--- src/rtl/ckc_pkg.sv ---
// Package: shared types and constants for the coordinate-keyed stale cache.
package ckc_pkg;

  localparam int ENTRIES_DEF = 4096;

  localparam logic [31:0] PRIME_X     = 32'd73856093;
  localparam logic [31:0] PRIME_Y     = 32'd19349663;
  localparam logic [31:0] PRIME_Z     = 32'd83492791;
  localparam logic [31:0] STALE_RESET = 32'd60;

  typedef enum logic [1:0] {
    REQ_LOOKUP = 2'd0,
    REQ_FILL   = 2'd1,
    REQ_INVAL  = 2'd2,
    REQ_TICK   = 2'd3
  } req_t;

  typedef enum logic [2:0] {
    NB_SELF = 3'd0,
    NB_XP   = 3'd1,
    NB_XN   = 3'd2,
    NB_YP   = 3'd3,
    NB_YN   = 3'd4,
    NB_ZP   = 3'd5,
    NB_ZN   = 3'd6
  } nbr_t;

  typedef enum logic [1:0] {
    B_CLEAR = 2'd0,
    B_IDLE  = 2'd1,
    B_LOOK  = 2'd2,
    B_INVAL = 2'd3
  } back_state_t;

  typedef struct packed {
    req_t        kind;
    logic [31:0] pos_x;
    logic [31:0] pos_y;
    logic [31:0] pos_z;
    logic [7:0]  sky;
    logic [7:0]  emit;
  } job_t;

  typedef struct packed {
    logic [31:0] tag_x;
    logic [31:0] tag_y;
    logic [31:0] tag_z;
    logic [7:0]  sky;
    logic [7:0]  emit;
    logic [31:0] stamp;
  } entry_t;

endpackage

--- src/rtl/ckc_front.sv ---
// Front end: accept request beats and register the hashed coordinate products.
module ckc_front #(
  parameter int ENTRIES = ckc_pkg::ENTRIES_DEF
) (
  input  logic                          clk,
  input  logic                          rst_n,
  input  logic                          start,
  input  logic                          clearing,
  input  logic                          fifo_full,
  input  logic [1:0]                    in_req_type,
  input  logic signed [31:0]            in_pos_x,
  input  logic signed [31:0]            in_pos_y,
  input  logic signed [31:0]            in_pos_z,
  input  logic [7:0]                    in_sky_in,
  input  logic [7:0]                    in_emit_in,
  output logic                          busy,
  output logic                          push,
  output ckc_pkg::job_t                 job,
  output logic [3*$clog2(ENTRIES)-1:0]  prod
);

  localparam int IW = $clog2(ENTRIES);
  localparam logic [IW-1:0] PXL = IW'(ckc_pkg::PRIME_X);
  localparam logic [IW-1:0] PYL = IW'(ckc_pkg::PRIME_Y);
  localparam logic [IW-1:0] PZL = IW'(ckc_pkg::PRIME_Z);

  logic            s1_vld_r, s1_vld_nxt;
  ckc_pkg::job_t   job_r;
  logic [IW-1:0]   px_r, py_r, pz_r;
  logic [IW-1:0]   px_nxt, py_nxt, pz_nxt;
  logic            accept;

  assign busy   = clearing || (s1_vld_r && fifo_full);
  assign accept = start && !busy;
  assign push   = s1_vld_r && !fifo_full;

  assign px_nxt = in_pos_x[IW-1:0] * PXL;
  assign py_nxt = in_pos_y[IW-1:0] * PYL;
  assign pz_nxt = in_pos_z[IW-1:0] * PZL;

  always_comb begin
    s1_vld_nxt = s1_vld_r;
    if (accept) begin
      s1_vld_nxt = 1'b1;
    end else if (push) begin
      s1_vld_nxt = 1'b0;
    end
  end

  always_ff @(posedge clk) begin
    if (!rst_n) begin
      s1_vld_r <= 1'b0;
    end else begin
      s1_vld_r <= s1_vld_nxt;
    end
  end

  always_ff @(posedge clk) begin
    if (accept) begin
      job_r.kind  <= ckc_pkg::req_t'(in_req_type);
      job_r.pos_x <= in_pos_x;
      job_r.pos_y <= in_pos_y;
      job_r.pos_z <= in_pos_z;
      job_r.sky   <= in_sky_in;
      job_r.emit  <= in_emit_in;
      px_r        <= px_nxt;
      py_r        <= py_nxt;
      pz_r        <= pz_nxt;
    end
  end

  assign job  = job_r;
  assign prod = {px_r, py_r, pz_r};

endmodule

--- config.mk ---
export PLATFORM = sky130hd
export DESIGN_NAME = ckc_front
export DESIGN_NICKNAME = d
export VERILOG_FILES = /design/src/rtl/ckc_pkg.sv /design/src/rtl/ckc_front.sv
export SDC_FILE = /design/constraint.sdc
export NUM_CORES = 1
export LEC_CHECK = 0
export ABC_AREA = 1
export BUFFER_PORTS_ARGS = -buffer_cell sky130_fd_sc_hd__buf_2
export CAP_MARGIN = 20
export CELL_PAD_IN_SITES_DETAIL_PLACEMENT = 1
export CELL_PAD_IN_SITES_GLOBAL_PLACEMENT = 1
export CORE_MARGIN = 3
export CORE_UTILIZATION = 38
export CTS_BUF_LIST = sky130_fd_sc_hd__clkbuf_4 sky130_fd_sc_hd__clkbuf_8
export CTS_CLUSTER_SIZE = 8
export DETAILED_ROUTE_END_ITERATION = 12
export GPL_ROUTABILITY_DRIVEN = 0
export HOLD_SLACK_MARGIN = 0.1
export PLACE_DENSITY_LB_ADDON = 0.1
export SLEW_MARGIN = 20
export SYNTH_ARGS = -nofsm -noshare
export SYNTH_HDL_FRONTEND = slang
export SYNTH_SLANG_ARGS = --single-unit
--- constraint.sdc ---
create_clock -name clk -period 7.4 [get_ports clk]
set_input_delay 1.11 -clock clk [delete_from_list [all_inputs] [get_ports clk]]
set_output_delay 1.11 -clock clk [all_outputs]
set_load 0.02 [all_outputs]
== Yosys cells after proc, flatten, opt, wreduce, memory -nomap -nowiden ==
Cells that the tools add are included.

* Multiply operators: 3
* Mux-type cells: 2
* Reduce and logical (&&, ||, !) cells: 7

{| class="wikitable"
|+ Operator list
! cell !! count
|-
| $mul A12 B8 Y12 const B || 2
|-
| $mul A12 B11 Y12 const B || 1
|-
| $logic_and A1 B1 Y1 || 3
|-
| $logic_not A1 Y1 || 2
|-
| $mux W1 || 2
|-
| $reduce_bool A2 Y1 || 1
|-
| $logic_or A1 B1 Y1 || 1
|}

* Flip-flop bits (word level): 151
* Input bits: 119
* Output and inout bits: 152
* Word-level logic and storage cells: 22

== Longest topological paths before layout ==
* Depth after elaboration: 5
* Mapped depth: 19
* Mapped depth without buffers: 19

== Worst setup path after synthesis ==
OpenSTA, ideal clock, no wires.

* Path kind: input-to-reg
* From: in fifo_full
* To: reg job_r, in the netlist job[0] (enable)
* Setup time: 0.654 ns
* Arrival: 7.434 ns
* Data required time: 6.746 ns
* Slack: -0.689 ns
* Stages on the path: 3
* Path buffers: 0
* Cell sequence: nand2_1 -> nand2_1 -> nor2_1

* Cells in the longest elaborated chain, start to end: 4

{| class="wikitable"
|+ RTL lines
! what !! RTL line !! RTL
|-
| start: declaration || ckc_front.sv:9 || <nowiki>input logic fifo_full,</nowiki>
|-
| $logic_and A1 B1 Y1 || ckc_front.sv:33 || <nowiki>assign busy = clearing || (s1_vld_r && fifo_full);</nowiki>
|-
| $logic_or A1 B1 Y1 || ckc_front.sv:33 ||
|-
| named net busy || ckc_front.sv:16 || <nowiki>output logic busy,</nowiki>
|-
| $logic_not A1 Y1 || ckc_front.sv:34 || <nowiki>assign accept = start && !busy;</nowiki>
|-
| $logic_and A1 B1 Y1 || ckc_front.sv:34 ||
|-
| named net accept || ckc_front.sv:31 || <nowiki>logic accept;</nowiki>
|-
| end: declaration || ckc_front.sv:28 || <nowiki>ckc_pkg::job_t job_r;</nowiki>
|}

The timed path passes the listed nets, and every way through them passes these cells.
A chain may end at the register's enable or synchronous reset.

== Worst setup path in the final report ==
* From: in in_pos_x[5]
* To: reg px_r[11], data pin

* Cells in the longest elaborated chain, start to end: 1

{| class="wikitable"
|+ RTL lines
! what !! RTL line !! RTL
|-
| start: declaration || ckc_front.sv:11 || <nowiki>input logic signed [31:0] in_pos_x,</nowiki>
|-
| $mul A12 B11 Y12 || ckc_front.sv:37 || <nowiki>assign px_nxt = in_pos_x[IW-1:0] * PXL;</nowiki>
|-
| named net px_nxt[11] || ckc_front.sv:30 || <nowiki>logic [IW-1:0] px_nxt, py_nxt, pz_nxt;</nowiki>
|-
| end signal: assignment || ckc_front.sv:66 || <nowiki>px_r <= px_nxt;</nowiki>
|-
| end: declaration || ckc_front.sv:29 || <nowiki>logic [IW-1:0] px_r, py_r, pz_r;</nowiki>
|}

The timed path passes the listed nets, and every way through them passes these cells.

==> impl.org <==
** Run status
- The flow ran to the end, and the final reports show no timing, DRC or antenna violations.

** Yosys
- Counting every net in the synthesized netlist gives 1003.
- Flip-flop and latch count after synthesis :: 147
- Yosys warns :: 0
- In the synthesized netlist, the number of instances is 725.
- Of all flip-flops after synthesis, the portion carrying an async set or reset was 0%.
- Mean area per synthesized cell :: 12.0 µm²
- The synthesized netlist devotes 1.84% of its cell area to compound gates.
- Area share of and/or/nand/nor cells after synthesis :: 8.17%
- After synthesis the cells add up to 8720 µm².
- Adder and majority gate portion of the synthesized area :: 28.6%
- Main combinational cell family by area after synthesis :: adder cells
- Counting flops with a built-in enable in the synthesized netlist gives 146.
- The synthesized netlist devotes 2.21% of its cell area to XOR and XNOR gates.
- After synthesis, the netlist uses 26 different library cells.
- The portion of synthesized area spent on multiplexers is 0%.
- Main flop type after synthesis :: edfxtp_1
- Sequential cell area fraction in the yosys report :: 50.5%

** Finish
- Filler cell count :: 2462
- Utilization after layout :: 48.7%
- Sequential standard cell area :: 4400 µm²
- In the final layout, the multi-input gates occupy 3570 µm².
- Of the cells placed in the final design, the portion with a size suffix greater than 1 is 30.4%.
- Ant. Diodes :: 0
- Layout net count :: 1290
- Post-synthesis to final-layout area growth :: 23.7%
- Count of non-filler cells in the finished layout :: 1305

** STA
- The max-slew violation count came to 0.
- After layout, the minimum clock period comes to 4.50 ns.
- Static timing analysis puts the maximum clock frequency at 222 MHz.
- Headroom to the max-slew limit :: 45.0%
- The final critical path takes up 60.9% of the cycle.
- Final setup violating endpoints :: 0
- Setup repair after global routing left no endpoint under its margin.
- For the pin with the worst max-slew slack, the measured transition is 0.824 ns.
- Total negative slack :: 0 ns
- On the final layout, the worst clock skew is 0.0175 ns.
- Final hold violation count :: 0

** Drt
- After the first detailed-routing iteration, the DRC count stood at 281.
- Routed vias :: 5999
- Drt first pass iters :: 4
- In this run the remaining antenna-violating nets after routing total 0.
- Final wirelength :: 20700 µm
- Wire per inst :: 15.9 µm
- DRC violation count after routing :: 0
- In the routed layout, each cell is associated on average with a via count of 4.60.

** Clock tree
- Source-to-sink clock delay at the later pin of the worst-skew pair :: 0.45 ns
- Number of gates given a new drive strength after cts :: 0
- Number of buffers inserted during clock tree synthesis :: 17
- Number of buffers added for setup after CTS :: 0
- Buffers inserted to repair hold after CTS numbered 0.
- Clock tree synthesis found a total of 147 sinks.
- CTS root buffer :: clkbuf_8
- TritonCTS built the clock tree.
- Counting along the longest clock path gives a buffer depth of 2.
- Clock-pin slew was measured on the worst setup and hold paths at 0.10 ns.
- The H-tree generated during clock tree synthesis spans 4 levels.

** GRT
- Number of antenna violations at the first check in global routing :: 0
- Wire length of the first global-routing pass :: 32500 µm
- Global routing used 16.9% of the available tracks.
- Entering global routing, the biggest net connects 85 pins.
- Remaining Overflow, GRT :: 0
- The via count of the first global-routing pass was 6370.

** Setup path
- Critical register-to-register path startpoint :: s1_vld_r
- WS Path Type :: input port to flop
- CP Max Fanout :: 6
- CP Capture Type :: flop
- Data arrival time of the critical path :: 4.71 ns
- The critical path ends at px_r[11].
- Depth of the worst register-to-register path :: 4
- Critical Path Source Type :: input port
- Worst reg-to-reg setup slack :: 5.74 ns
- The critical path starts at in_pos_x[5].
- Endpoint of the lowest-slack register-to-register path :: job[27]
- Data on the critical path is required at its endpoint by 7.61 ns.

** Power and ir drop
- Net switching share of the total power :: 40.0%
- Per report_power, the clock group accounts for 20.2% of the total.
- The share of total power dissipated in combinational logic is 44.0%.
- The worst-case IR drop observed on VDD is 0.184 mV.
- LEAKAGE :: 0.00537 µW
- Of the total power, registers draw 35.8%.
- Internal power summed over all cells :: 1820 µW
- Power Density :: 281 nW/µm²
- Net Switching :: 1210 µW

** Place
- The number of placed instances, taps included, is 1273.
- Final HPWL DP :: 16700 µm
- In this run the tool buffered the top-level ports with 270 buffer cells.

** Floorplanning
- Die width :: 158 µm
- Die Footprint :: 24800 µm²
- The die is 158 µm tall.
- The region available for standard cell placement spans 22200 µm².
- Starting density of the core :: 39.4%
- I/O pin count :: 271
- Number of placement rows :: 54

** Hold path
- The path class of the tightest hold or removal check is flop to flop.

** Job
- Max Cap Violations :: 0
-- sequential cells by signal (all words and copies together) (netlist names) --
register	cells
px_r	10
pz_r	11
job	114
py_r	11
s1_vld_r	1
-- per-layer routing --
layer / GRT usage [%] / routed length [µm] / vias up / part of all wire (%)
met3: 3.79 / 1420 / 20 / 6.9
met1: 20.9 / 8600 / 2900 / 42
met4: 4.83 / 265 / 0 / 1.3
li1: - / - / 2887 / -
met2: 29.7 / 10400 / 192 / 50
met5: 0 / 0 / - / 0
-- worst min path at each step --
stage             start        to  cells after the start
5_1_grt        s1_vld_r  s1_vld_r                      4
2_1_floorplan  s1_vld_r  s1_vld_r                      4
3_3_place_gp   s1_vld_r  s1_vld_r                      4
3_5_place_dp   s1_vld_r  s1_vld_r                      4
4_1_cts        s1_vld_r  s1_vld_r                      4
6_report       s1_vld_r  s1_vld_r                      4
-- layout by cell type, fill, tap and decap left out, types with 2 or more instances in the layout --
| master | instances |
|---|---|
| a21oi_1 | 17 |
| buf_2 | 270 |
| clkbuf_8 | 17 |
| clkinv_4 | 2 |
| clkinvlp_4 | 3 |
| edfxtp_1 | 146 |
| fa_1 | 67 |
| ha_1 | 92 |
| inv_1 | 193 |
| inv_2 | 2 |
| inv_6 | 4 |
| inv_8 | 4 |
| nand2_1 | 116 |
| nand2_2 | 3 |
| nand3_1 | 28 |
| nand4_1 | 4 |
| nor2_1 | 11 |
| o21ai_0 | 4 |
| o21ai_1 | 3 |
| o221ai_1 | 2 |
| or2_1 | 2 |
| xnor2_1 | 9 |
| xor2_1 | 13 |
-- worst max-delay path, cell delays in order --
cell     delay, ns
buf_2         0.15
inv_1         0.13
fa_1          0.52
inv_1         0.04
ha_1          0.28
ha_1          0.30
fa_1          0.53
inv_1         0.05
fa_1          0.52
inv_1         0.04
ha_1          0.34
a21oi_1       0.19
o21ai_0       0.10
a21oi_1       0.19
inv_1         0.07
nand3_1       0.08
nand2_1       0.05
-- Yosys cell counts (4+ instances only) --
cell / n / area, µm²
buf_4: 4 / 30.0
a21oi_1: 17 / 85.1
edfxtp_1: 146 / 4380
nand4_1: 4 / 25.0
xnor2_1: 9 / 78.8
nand3_1: 28 / 140
nand2_1: 116 / 435
xor2_1: 13 / 114
inv_1: 193 / 724
fa_1: 67 / 1340
nor2_1: 12 / 45.0
o21ai_0: 4 / 20.0
ha_1: 92 / 1150
-- final cells by class --
class | instances | share of cell area [%]
inverters | 195 | 6.78
multi-input cells | 379 | 33.0
clock inverters | 15 | 1.30
flip-flops and latches | 147 | 40.8
repair buffers | 272 | 12.7
clock buffers | 17 | 2.17
well taps | 280 | 3.24
-- power by group through the flow --
stage | logic (µW) | registers (µW) | clock network [µW]
after floorplan | 861 | 1220 | 0
after global placement | 1320 | 1110 | 0
after detailed placement | 1350 | 1110 | 0
after CTS | 1370 | 1090 | 647
after global routing | 1550 | 1100 | 672
final | 1340 | 1090 | 612
-- through the flow --
stage	hold WS, ns	worst slack [ns]	instance area [µm²]	total power, µW
floorplan	0.523	1.78	8730	2080
global placement	0.563	2.48	10400	2430
detailed placement	0.581	2.40	10400	2460
CTS	0.603	2.90	10800	3110
global route	0.655	2.68	10800	3320
finish	0.591	2.90	10800	3030
-- logic make-up (layout without fill, tap and decap cells) --
family	Yosys count	in the layout
buffers and inverters	199	499
and+or+nand+nor	169	169
adders and majority gates	159	159
DFF	147	147
AOI/OAI and AO/OA	29	29
xor gates and xnor gates	22	22
(Power assumes the default switching activity.)
