**src/rtl/ckc_fifo.sv**
```systemverilog
// Two-entry queue between the front end and the back end.
module ckc_fifo #(
  parameter int WIDTH = 8
) (
  input  logic             clk,
  input  logic             rst_n,
  input  logic             push,
  input  logic             pop,
  input  logic [WIDTH-1:0] din,
  output logic [WIDTH-1:0] dout,
  output logic             full,
  output logic             empty
);

  localparam int DEPTH = 2;
  localparam int CW    = $clog2(DEPTH + 1);

  logic [WIDTH-1:0] mem_r [DEPTH];
  logic             wp_r, wp_nxt;
  logic             rp_r, rp_nxt;
  logic [CW-1:0]    cnt_r, cnt_nxt;

  assign full  = (cnt_r == CW'(DEPTH));
  assign empty = (cnt_r == '0);
  assign dout  = mem_r[rp_r];

  always_comb begin
    wp_nxt  = wp_r;
    rp_nxt  = rp_r;
    cnt_nxt = cnt_r;
    if (push) begin
      wp_nxt = ~wp_r;
    end
    if (pop) begin
      rp_nxt = ~rp_r;
    end
    if (push && !pop) begin
      cnt_nxt = cnt_r + CW'(1);
    end else if (pop && !push) begin
      cnt_nxt = cnt_r - CW'(1);
    end
  end

  always_ff @(posedge clk) begin
    if (!rst_n) begin
      wp_r  <= 1'b0;
      rp_r  <= 1'b0;
      cnt_r <= '0;
    end else begin
      wp_r  <= wp_nxt;
      rp_r  <= rp_nxt;
      cnt_r <= cnt_nxt;
    end
  end

  always_ff @(posedge clk) begin
    if (push) begin
      mem_r[wp_r] <= din;
    end
  end

endmodule

```
**config.mk**
```make
export PLATFORM = sky130hd
export DESIGN_NAME = ckc_fifo
export DESIGN_NICKNAME = d
export VERILOG_FILES = /design/src/rtl/ckc_fifo.sv
export SDC_FILE = /design/constraint.sdc
export NUM_CORES = 1
export LEC_CHECK = 0
export BUFFER_PORTS_ARGS = -buffer_cell sky130_fd_sc_hd__buf_2
export CORE_UTILIZATION = 47
export CTS_BUF_LIST = sky130_fd_sc_hd__clkbuf_4 sky130_fd_sc_hd__clkbuf_8
export CTS_CLUSTER_SIZE = 28
export DETAILED_ROUTE_END_ITERATION = 10
export PLACE_DENSITY = 0.79
export REMOVE_ABC_BUFFERS = 1
export SYNTH_ARGS = -nofsm -noshare
export SYNTH_HDL_FRONTEND = slang
export SYNTH_SLANG_ARGS = --single-unit
```
**constraint.sdc**
```tcl
create_clock -name clk -period 1.01 [get_ports clk]
set_input_delay 0.202 -clock clk [delete_from_list [all_inputs] [get_ports clk]]
set_output_delay 0.202 -clock clk [all_outputs]
set_load 0.05 [all_outputs]
```
=== After elaboration in Yosys (flattened, before gate mapping) ===
Memories as Yosys holds them, arrays and structs flattened. A register that Yosys moved wholly into a read port is not among the register bits.
Cells that the tools add are included.

* Register bits: 4
* Memory bits (writable): 16
* Input bits: 12
* Output and inout port bits: 10
* Logic and storage cells: 21
* Memories kept: 1

* Add/subtract/negate cells: 2
* Eq/ne operators: 1
* Mux-type cells: 6
* Bitwise logic cells: 2
* Reduce and logical (&&, ||, !) cells: 6

{| class="wikitable"
|+ Memory list
! memory !! words !! width !! rd ports !! clocked after memory_dff !! wr ports !! RTL line !! RTL
|-
| mem_r || 2 || 8 || 1 || 1 || 1 || 18 || <nowiki>logic [WIDTH-1:0] mem_r [DEPTH];</nowiki>
|}

{| class="wikitable"
|+ Operators with widths
! operator !! count
|-
| 1-bit two-way mux || 4
|-
| 2-bit two-way mux || 2
|-
| 2-bit by 1-bit adder with 2-bit output, second input constant || 1
|-
| 2-bit equality test, second input constant || 1
|-
| 1-bit logical AND || 2
|-
| 1-bit zero test || 2
|-
| 2-bit zero test || 1
|-
| 1-bit inverter || 2
|-
| 2-bit nonzero test || 1
|-
| 2-bit by 1-bit subtractor with 2-bit output, second input constant || 1
|}

=== Longest topological paths before layout ===
Gate-level depths: netlist of run 1.

* Word-level depth: 4
* Depth in mapped cells: 5
* Gate-level depth less buffers: 5

=== Worst setup path after synthesis of run 1 ===
No wires, ideal clock.

* Kind: register to output
* From: register cnt_r[0]
* To: output empty
* Data arrival time: 0.991 ns
* Required time: 0.808 ns
* Setup slack: -0.183 ns
* Stages on the path, launching flop included: 2
* Path buffers: 0
* Path through: dfxtp_1 nor2_1

* Cells in the longest elaborated chain, start to end: 1

{| class="wikitable"
|+ RTL lines
! element !! RTL line !! RTL
|-
| start, declared || 21 || <nowiki>logic [CW-1:0] cnt_r, cnt_nxt;</nowiki>
|-
| start signal, assigned || 52 || <nowiki>cnt_r <= cnt_nxt;</nowiki>
|-
| 2-bit zero test || 24 || <nowiki>assign empty = (cnt_r == '0);</nowiki>
|-
| end, declared || 12 || <nowiki>output logic empty</nowiki>
|}

No other way between the ends.

==> results by group, run 1 <==
Status
  – Status: finished, violations left
  – Failing checks: setup timing

Timing
  – Rel. slew slack: 86.4%
  – Max-slew violation count: 0
  – Clock Skews: 0.00522 ns
  – Final hold violation count: 0
  – RSZ-0062 raised after global routing: yes
  – Setup ws final: -0.433 ns
  – Setup violations, final: 11
  – Worst slew pin tran: 0.205 ns
  – Tmin final: 1.44 ns
  – Final period util: 143%
  – Hold WS: 0.0881 ns
  – Achievable Freq: 693 MHz

Worst setup path
  – Max FO, Critical Path: 8
  – R2r startpoint: cnt_r[0]
  – Worst Path Buf+Inv: 2
  – Worst reg2reg path depth: 4
  – Crit-path leading delay family: flip-flops
  – Worst path slowest cell: dfxtp_2
  – Startpoint types: flip-flop
  – Levels on crit path: 3
  – RR Endpoint: cnt_r[1]
  – WS Path Type: reg2out
  – Flop-to-flop setup slack: -0.17 ns
  – CP Cell Sequence: buf_12, mux2_4, buf_8
  – CP Data Required Time: 0.81 ns
  – Critical path arrival: 1.24 ns
  – Setup crit end: dout[0]
  – Crit end category: output port
  – CP max stage delay: 0.35 ns

Clocking
  – Clock root buffer: clkbuf_4
  – CTS tree: done
  – Clock Pin Slew Worst Setup and Hold Paths: 0.10 ns
  – Clk_lat worst skew: 0.29 ns
  – Largest buffer count on any clock path: 2
  – H-tree levels: 1
  – TritonCTS Buffers: 3
  – CTS Sinks: 21

Synth
  – Mapped Area: 795 um2
  – Yosys reg bits: 21
  – Synth Area in Compound Gates: 2.52%
  – Adder-cell share of the synthesized area: 1.57%
  – Largest family of logic cells by synthesized area: multiplexers
  – Synth cell types: 16
  – Synth Area in XOR/XNOR: 3.31%
  – Simple-gate share of the synthesized area: 7.09%
  – Synthesis Warnings: 0
  – Post-synthesis sequential area ratio: 73.1%
  – Syn avg cell area: 16.9 um2
  – Mux share of post-synthesis cell area: 11.3%
  – Syn Inst Count: 47

Routing
  – WL/cell: 14.8 um
  – Routed Antenna Nets: 0
  – # DRC: 0
  – DRT Pass-1 Iters: 3
  – Vias: 484
  – DRT iter0 DRCs: 7
  – Avg Vias per Cell: 5.04
  – Routed WL: 1420 um

Global route
  – Total grt overflow: 0
  – Vias in the first global route: 532
  – Gr usage total: 18.1%
  – Initial antenna violation count: 0
  – First-pass GRT wire length: 2350 um
  – Largest net degree at the start of global routing: 12

Cells and area
  – Area growth, synth to finish: 48.0%
  – Sequential standard cell area: 589 um2
  – Fin nets: 94
  – Area of the multi-input gates: 251 um2
  – # fillers: 97
  – # diodes: 0
  – Share of layout cells above drive strength 1: 61.3%
  – Fin util: 76.3%

Floorplanning
  – Die Height: 43.1 um
  – Core Region: 0.00154 mm2
  – Die area: 0.00186 mm2
  – Starting Density: 51.5%
  – FP Rows: 14
  – I/O pin count: 22
  – Die X: 43.1 um

Flow run
  – Max-cap viol count: 0

Min path
  – Hold path cells: 1
  – Worst Hold Class: in2reg

Power and ir drop
  – Leakage power: 0.000496 uW
  – PwrDens: 1720 mW/mm2
  – Worst vdd ir: 937 uV

Placement
  – I/O Buffers: 21
  – Pre-CTS WS: -0.209 ns
  – DP HPWL: 921 um
  – Gp weighted congestion: 0.626
## worst min path at each step
stage            from          end  slack (ns)
3_3_place_gp   din[1]  mem_r[0][1]        0.39
5_1_grt        din[3]  mem_r[1][3]        0.07
6_report       din[2]  mem_r[0][2]        0.09
3_5_place_dp   din[1]  mem_r[1][1]        0.40
2_1_floorplan  din[0]  mem_r[0][0]        0.30
4_1_cts        din[2]  mem_r[1][2]        0.08
## sequential cells by signal, summed over array words and instances, names as in the netlist, named ones only
register / count
cnt_r: 2
mem_r: 16
rp_r: 1
wp_r: 1
## logic make-up after synthesis
family / count (synthesis)
simple gates: 9
mux: 8
xor+xnor: 3
flops: 21
buf+inv: 2
fa+ha+maj: 1
compound gates: 3
## report_power, final
group          internal, uW  switching [uW]
Sequential              993            32.6
Combinational           287             306
Clock                   181             225
## worst register-to-register path: stages (launching register included)
cell and delay (ns):
dfxtp_4 0.38, buf_6 0.12, xor2_2 0.14, or3_1 0.32, a21boi_1 0.15
## synth_stat cells
cell type  count  share of area (%)
edfxtp_1      16                 60
mux2_2         8                 11
dfxtp_1        5                 13
and2_1         4                3.1
nor2b_1        2                1.6
xor2_1         2                2.2
a21boi_1       1               0.95
and2b_2        1                1.1
buf_2          1               0.63
ha_1           1                1.6
inv_1          1               0.47
nor2_1         1               0.47
o21a_1         1               0.95
o21ai_0        1               0.63
or3_1          1               0.79
xnor2_1        1                1.1
## repair_timing
item / in CTS / in global routing
resized for setup: 46 / 0
pin swaps: 4 / 3
setup endpoints to repair: 19 / 12
setup buffers: 3 / 0
hold buffers: 0 / 0
## layer usage
metal  vias to the layer above  GRT usage (%)  wire [um]
met2                        16           31.6        781
met5                         -              0          0
met1                       230           20.9        562
met4                         0           7.27         14
met3                         2           4.26         60
li1                        236              -          -
## metrics by stage
| stage | cells | total power, uW | instance area [um2] | setup TNS [ns] |
|---|---|---|---|---|
| after global placement | 89 | 1440 | 972 | -2.62 |
| final | 96 | 2030 | 1180 | -4.00 |
| after CTS | 96 | 2040 | 1180 | -4.06 |
| after global routing | 96 | 2110 | 1180 | -4.52 |
| after floorplan | 46 | 1320 | 790 | -2.03 |
| after detailed placement | 89 | 1450 | 972 | -2.97 |
## cell usage in the layout (no fill, tap or decap)
cell type,synthesis,final
buf_8,0,8
nor2b_1,2,2
edfxtp_1,16,16
dfxtp_1,5,2
buf_12,0,1
inv_1,1,1
and2_1,4,3
clkbuf_4,0,4
buf_4,0,7
xor2_1,2,1
xnor2_1,1,1
or3_1,1,1
mux2_4,0,8
buf_2,1,11
a21boi_1,1,1
and2b_2,1,1
o21ai_0,1,1
xor2_2,0,1
o21a_1,1,1
nor2_4,0,1
dfxtp_2,0,1
dfxtp_4,0,2
and2_2,0,1
buf_6,0,3
ha_1,1,1
## area by class of cell
cell class                 count  share of cell area [%]
clock buffer                   4                    2.55
tap                           16                    1.70
inverter                       1                   0.319
multi-input combinational     24                    21.4
sequential                    21                    50.1
timing repair buffer          30                    23.9
No activity file was read; power rests on OpenSTA's default activity.
==> run 2: changes to the inputs <==
CELL_PAD_IN_SITES_DETAIL_PLACEMENT = 1   (was default)
CELL_PAD_IN_SITES_GLOBAL_PLACEMENT = 2   (was default)
CORE_UTILIZATION = 33   (was 47)
==> run 2 against run 1 <==
Compared with the run above: the run still ends with setup timing left; die area grew 40%; hold slack gained 0.0088 ns; global-route usage shrank 5.5 points; setup slack lost 0.0034 ns; clock-buffer cell count is the same; power shrank 2.0%; flip-flop and latch count is the same; cell count grew 9.4%; combinational power shrank 6.2%; clock power grew 1%; via count shrank 3.3%; critical endpoint is now dout[6].
==> results by group, run 2 (synthesis results as in run 1) <==
Status
  – Status: finished, violations left (unchanged)
  – Failing checks: setup timing (unchanged)

Timing
  – Setup ws final: -0.437 ns (was -0.433 ns)
  – Hold WS: 0.0969 ns (was 0.0881 ns)
  – Clock Skews: 0.00114 ns (was 0.00522 ns)
  – Final period util: 143% (about the same)
  – Max-slew violation count: 0 (unchanged)
  – Worst slew pin tran: 0.209 ns (was 0.205 ns)
  – Tmin final: 1.45 ns (was 1.44 ns)
  – Final hold violation count: 0 (unchanged)
  – Rel. slew slack: 86.1% (was 86.4%)
  – Achievable Freq: 691 MHz (was 693 MHz)
  – Setup violations, final: 11 (unchanged)
  – RSZ-0062 raised after global routing: yes (unchanged)

Routing
  – # DRC: 0 (unchanged)
  – DRT Pass-1 Iters: 2 (was 3)
  – Vias: 468 (was 484)
  – WL/cell: 13.3 um (was 14.8 um)
  – Routed Antenna Nets: 0 (unchanged)
  – Routed WL: 1390 um (was 1420 um)
  – DRT iter0 DRCs: 4 (was 7)
  – Avg Vias per Cell: 4.46 (was 5.04)

Min path
  – Hold wc startpoint: din[6] (was din[2])
  – Hold EP: mem_r[1][6] (was mem_r[0][2])
  – Hold path cells: 1 (unchanged)
  – Worst Hold Class: in2reg (unchanged)

Floorplanning
  – Die Height: 51.1 um (was 43.1 um)
  – Die area: 0.00261 mm2 (was 0.00186 mm2)
  – Core Region: 0.00223 mm2 (was 0.00154 mm2)
  – FP Rows: 17 (was 14)
  – Starting Density: 35.6% (was 51.5%)
  – Die X: 51.1 um (was 43.1 um)
  – I/O pin count: 22 (unchanged)

Worst setup path
  – Worst reg2reg path depth: 4 (unchanged)
  – Max FO, Critical Path: 8 (unchanged)
  – Critical path arrival: 1.24 ns (about the same)
  – Flop-to-flop setup slack: -0.14 ns (was -0.17 ns)
  – WS Path Type: reg2out (unchanged)
  – Crit end category: output port (unchanged)
  – RR Endpoint: cnt_r[1] (unchanged)
  – R2r startpoint: cnt_r[0] (unchanged)
  – Startpoint types: flip-flop (unchanged)
  – CP Data Required Time: 0.81 ns (about the same)

Cells and area
  – Max reg flops: 16 (unchanged)
  – Area growth, synth to finish: 44.4% (was 48.0%)
  – Share of layout cells above drive strength 1: 58.4% (was 61.3%)
  – Final Non-Filler Cells: 105 (was 96)
  – Sequential standard cell area: 584 um2 (was 589 um2)
  – Commonest non-fill, non-tap cells in the layout: 16 x edfxtp_1, 11 x buf_2, 8 x mux2_4, 8 x buf_8, 5 x buf_4 (was 16 x edfxtp_1, 11 x buf_2, 8 x mux2_4, 8 x buf_8, 7 x buf_4)
  – Largest register by flop count: mem_r (unchanged)
  – # diodes: 0 (unchanged)
  – Largest registers: mem_r: 16 flops, cnt_r: 2 flops (unchanged)
  – Fin nets: 91 (was 94)
  – Area of the multi-input gates: 239 um2 (was 251 um2)
  – # fillers: 225 (was 97)
  – Most common cell after layout, fill and taps aside: edfxtp_1 (unchanged)

Power and ir drop
  – Total power: 1990 uW (was 2030 uW)
  – PwrDens: 1730 mW/mm2 (was 1720 mW/mm2)
  – P_int: 1430 uW (was 1460 uW)
  – Sw Ratio: 27.8% (was 27.9%)
  – Leakage power: 0.000478 uW (was 0.000496 uW)
  – Worst vdd ir: 878 uV (was 937 uV)
  – Sequential Power Share: 51.3% (was 50.7%)
  – Clock power share: 20.7% (was 20.1%)
  – Combinational group share of total power: 28.0% (was 29.3%)
  – NetSw: 551 uW (was 564 uW)

Clocking
  – H-tree levels: 1 (unchanged)
  – CTS tree: done (unchanged)
  – Largest buffer count on any clock path: 2 (unchanged)
  – CTS Sinks: 21 (unchanged)
  – Clk_lat worst skew: 0.29 ns (about the same)
  – Hold buffer count at cts: 0 (unchanged)
  – Clock root buffer: clkbuf_4 (unchanged)
  – Clock Pin Slew Worst Setup and Hold Paths: 0.11 ns (was 0.10 ns)
  – TritonCTS Buffers: 3 (unchanged)

Global route
  – Gr usage total: 12.5% (was 18.1%)
  – First-pass GRT wire length: 2340 um (was 2350 um)
  – Vias in the first global route: 552 (was 532)
  – Total grt overflow: 0 (unchanged)
  – Largest net degree at the start of global routing: 12 (unchanged)
  – Initial antenna violation count: 0 (unchanged)

Placement
  – # placed instances: 100 (was 89)
  – Pre-CTS WS: -0.228 ns (was -0.209 ns)
  – DP HPWL: 1020 um (was 921 um)
  – I/O Buffers: 21 (unchanged)
  – Gp weighted congestion: 0.610 (was 0.626)

Flow run
  – Max-cap viol count: 0 (unchanged)
run 2: cell count changes in the layout (fill, tap and decap cells not counted):
cell	delta
xor2_2	-1
xor2_1	+1
buf_4	-2
dfxtp_4	-2
buf_6	-1
nor2_4	-1
dfxtp_2	+2
nor2_2	+1
run 2: through the flow:
stage / utilization [%] / instance area (um2) / TNS, ns
6_report: 51.4 / 1150 / -3.92
5_1_grt: 51.4 / 1150 / -4.51
4_1_cts: 51.4 / 1150 / -4.05
3_5_place_dp: 43.9 / 980 / -3.42
3_3_place_gp: 43.9 / 980 / -3.05
2_1_floorplan: - / 790 / -2.03
run 2: what timing repair did:
item	CTS	global route
resized for setup	41	0
pin swaps	1	0
buffers inserted	1	0
endpoints found under the setup margin	19	11
run 2: power by group through the flow:
stage,Sequential (uW),Combinational [uW],Clock [uW]
global route,1030,586,465
floorplan,1030,284,0
detailed placement,1040,420,0
finish,1020,556,411
global placement,1030,410,0
CTS,1020,560,424
run 2: worst max-delay path by stage:
stage / from / end / slack (ns) / cells after the start
3_3_place_gp: flip-flop / dout[2] / -0.19 / 3
2_1_floorplan: cnt_r[0] / empty / -0.18 / 1
3_5_place_dp: push / cnt_r[1] / -0.23 / 4
4_1_cts: flip-flop / dout[5] / -0.45 / 3
5_1_grt: flip-flop / dout[6] / -0.49 / 3
6_report: flip-flop / dout[6] / -0.44 / 3
run 2: critical path: stages (launching register included):
cell,delay (ns)
dfxtp_2,0.36
buf_12,0.13
mux2_4,0.31
buf_8,0.15
run 2: layout make-up:
| class | count | share of cell area [%] |
|---|---|---|
| repair buffers | 27 | 22.2 |
| inverters | 1 | 0.327 |
| clock buffers | 4 | 2.62 |
| flip-flops and latches | 21 | 50.9 |
| multi-input cells | 24 | 20.8 |
| well taps | 28 | 3.05 |
run 2: layer usage:
metal / wire, um / GRT usage (%) / vias to the layer above
met5: 0 / 0 / -
met4: 0 / 4.17 / 0
met3: 65 / 2.98 / 0
met2: 772 / 24.3 / 14
met1: 553 / 12.9 / 225
li1: - / - / 229
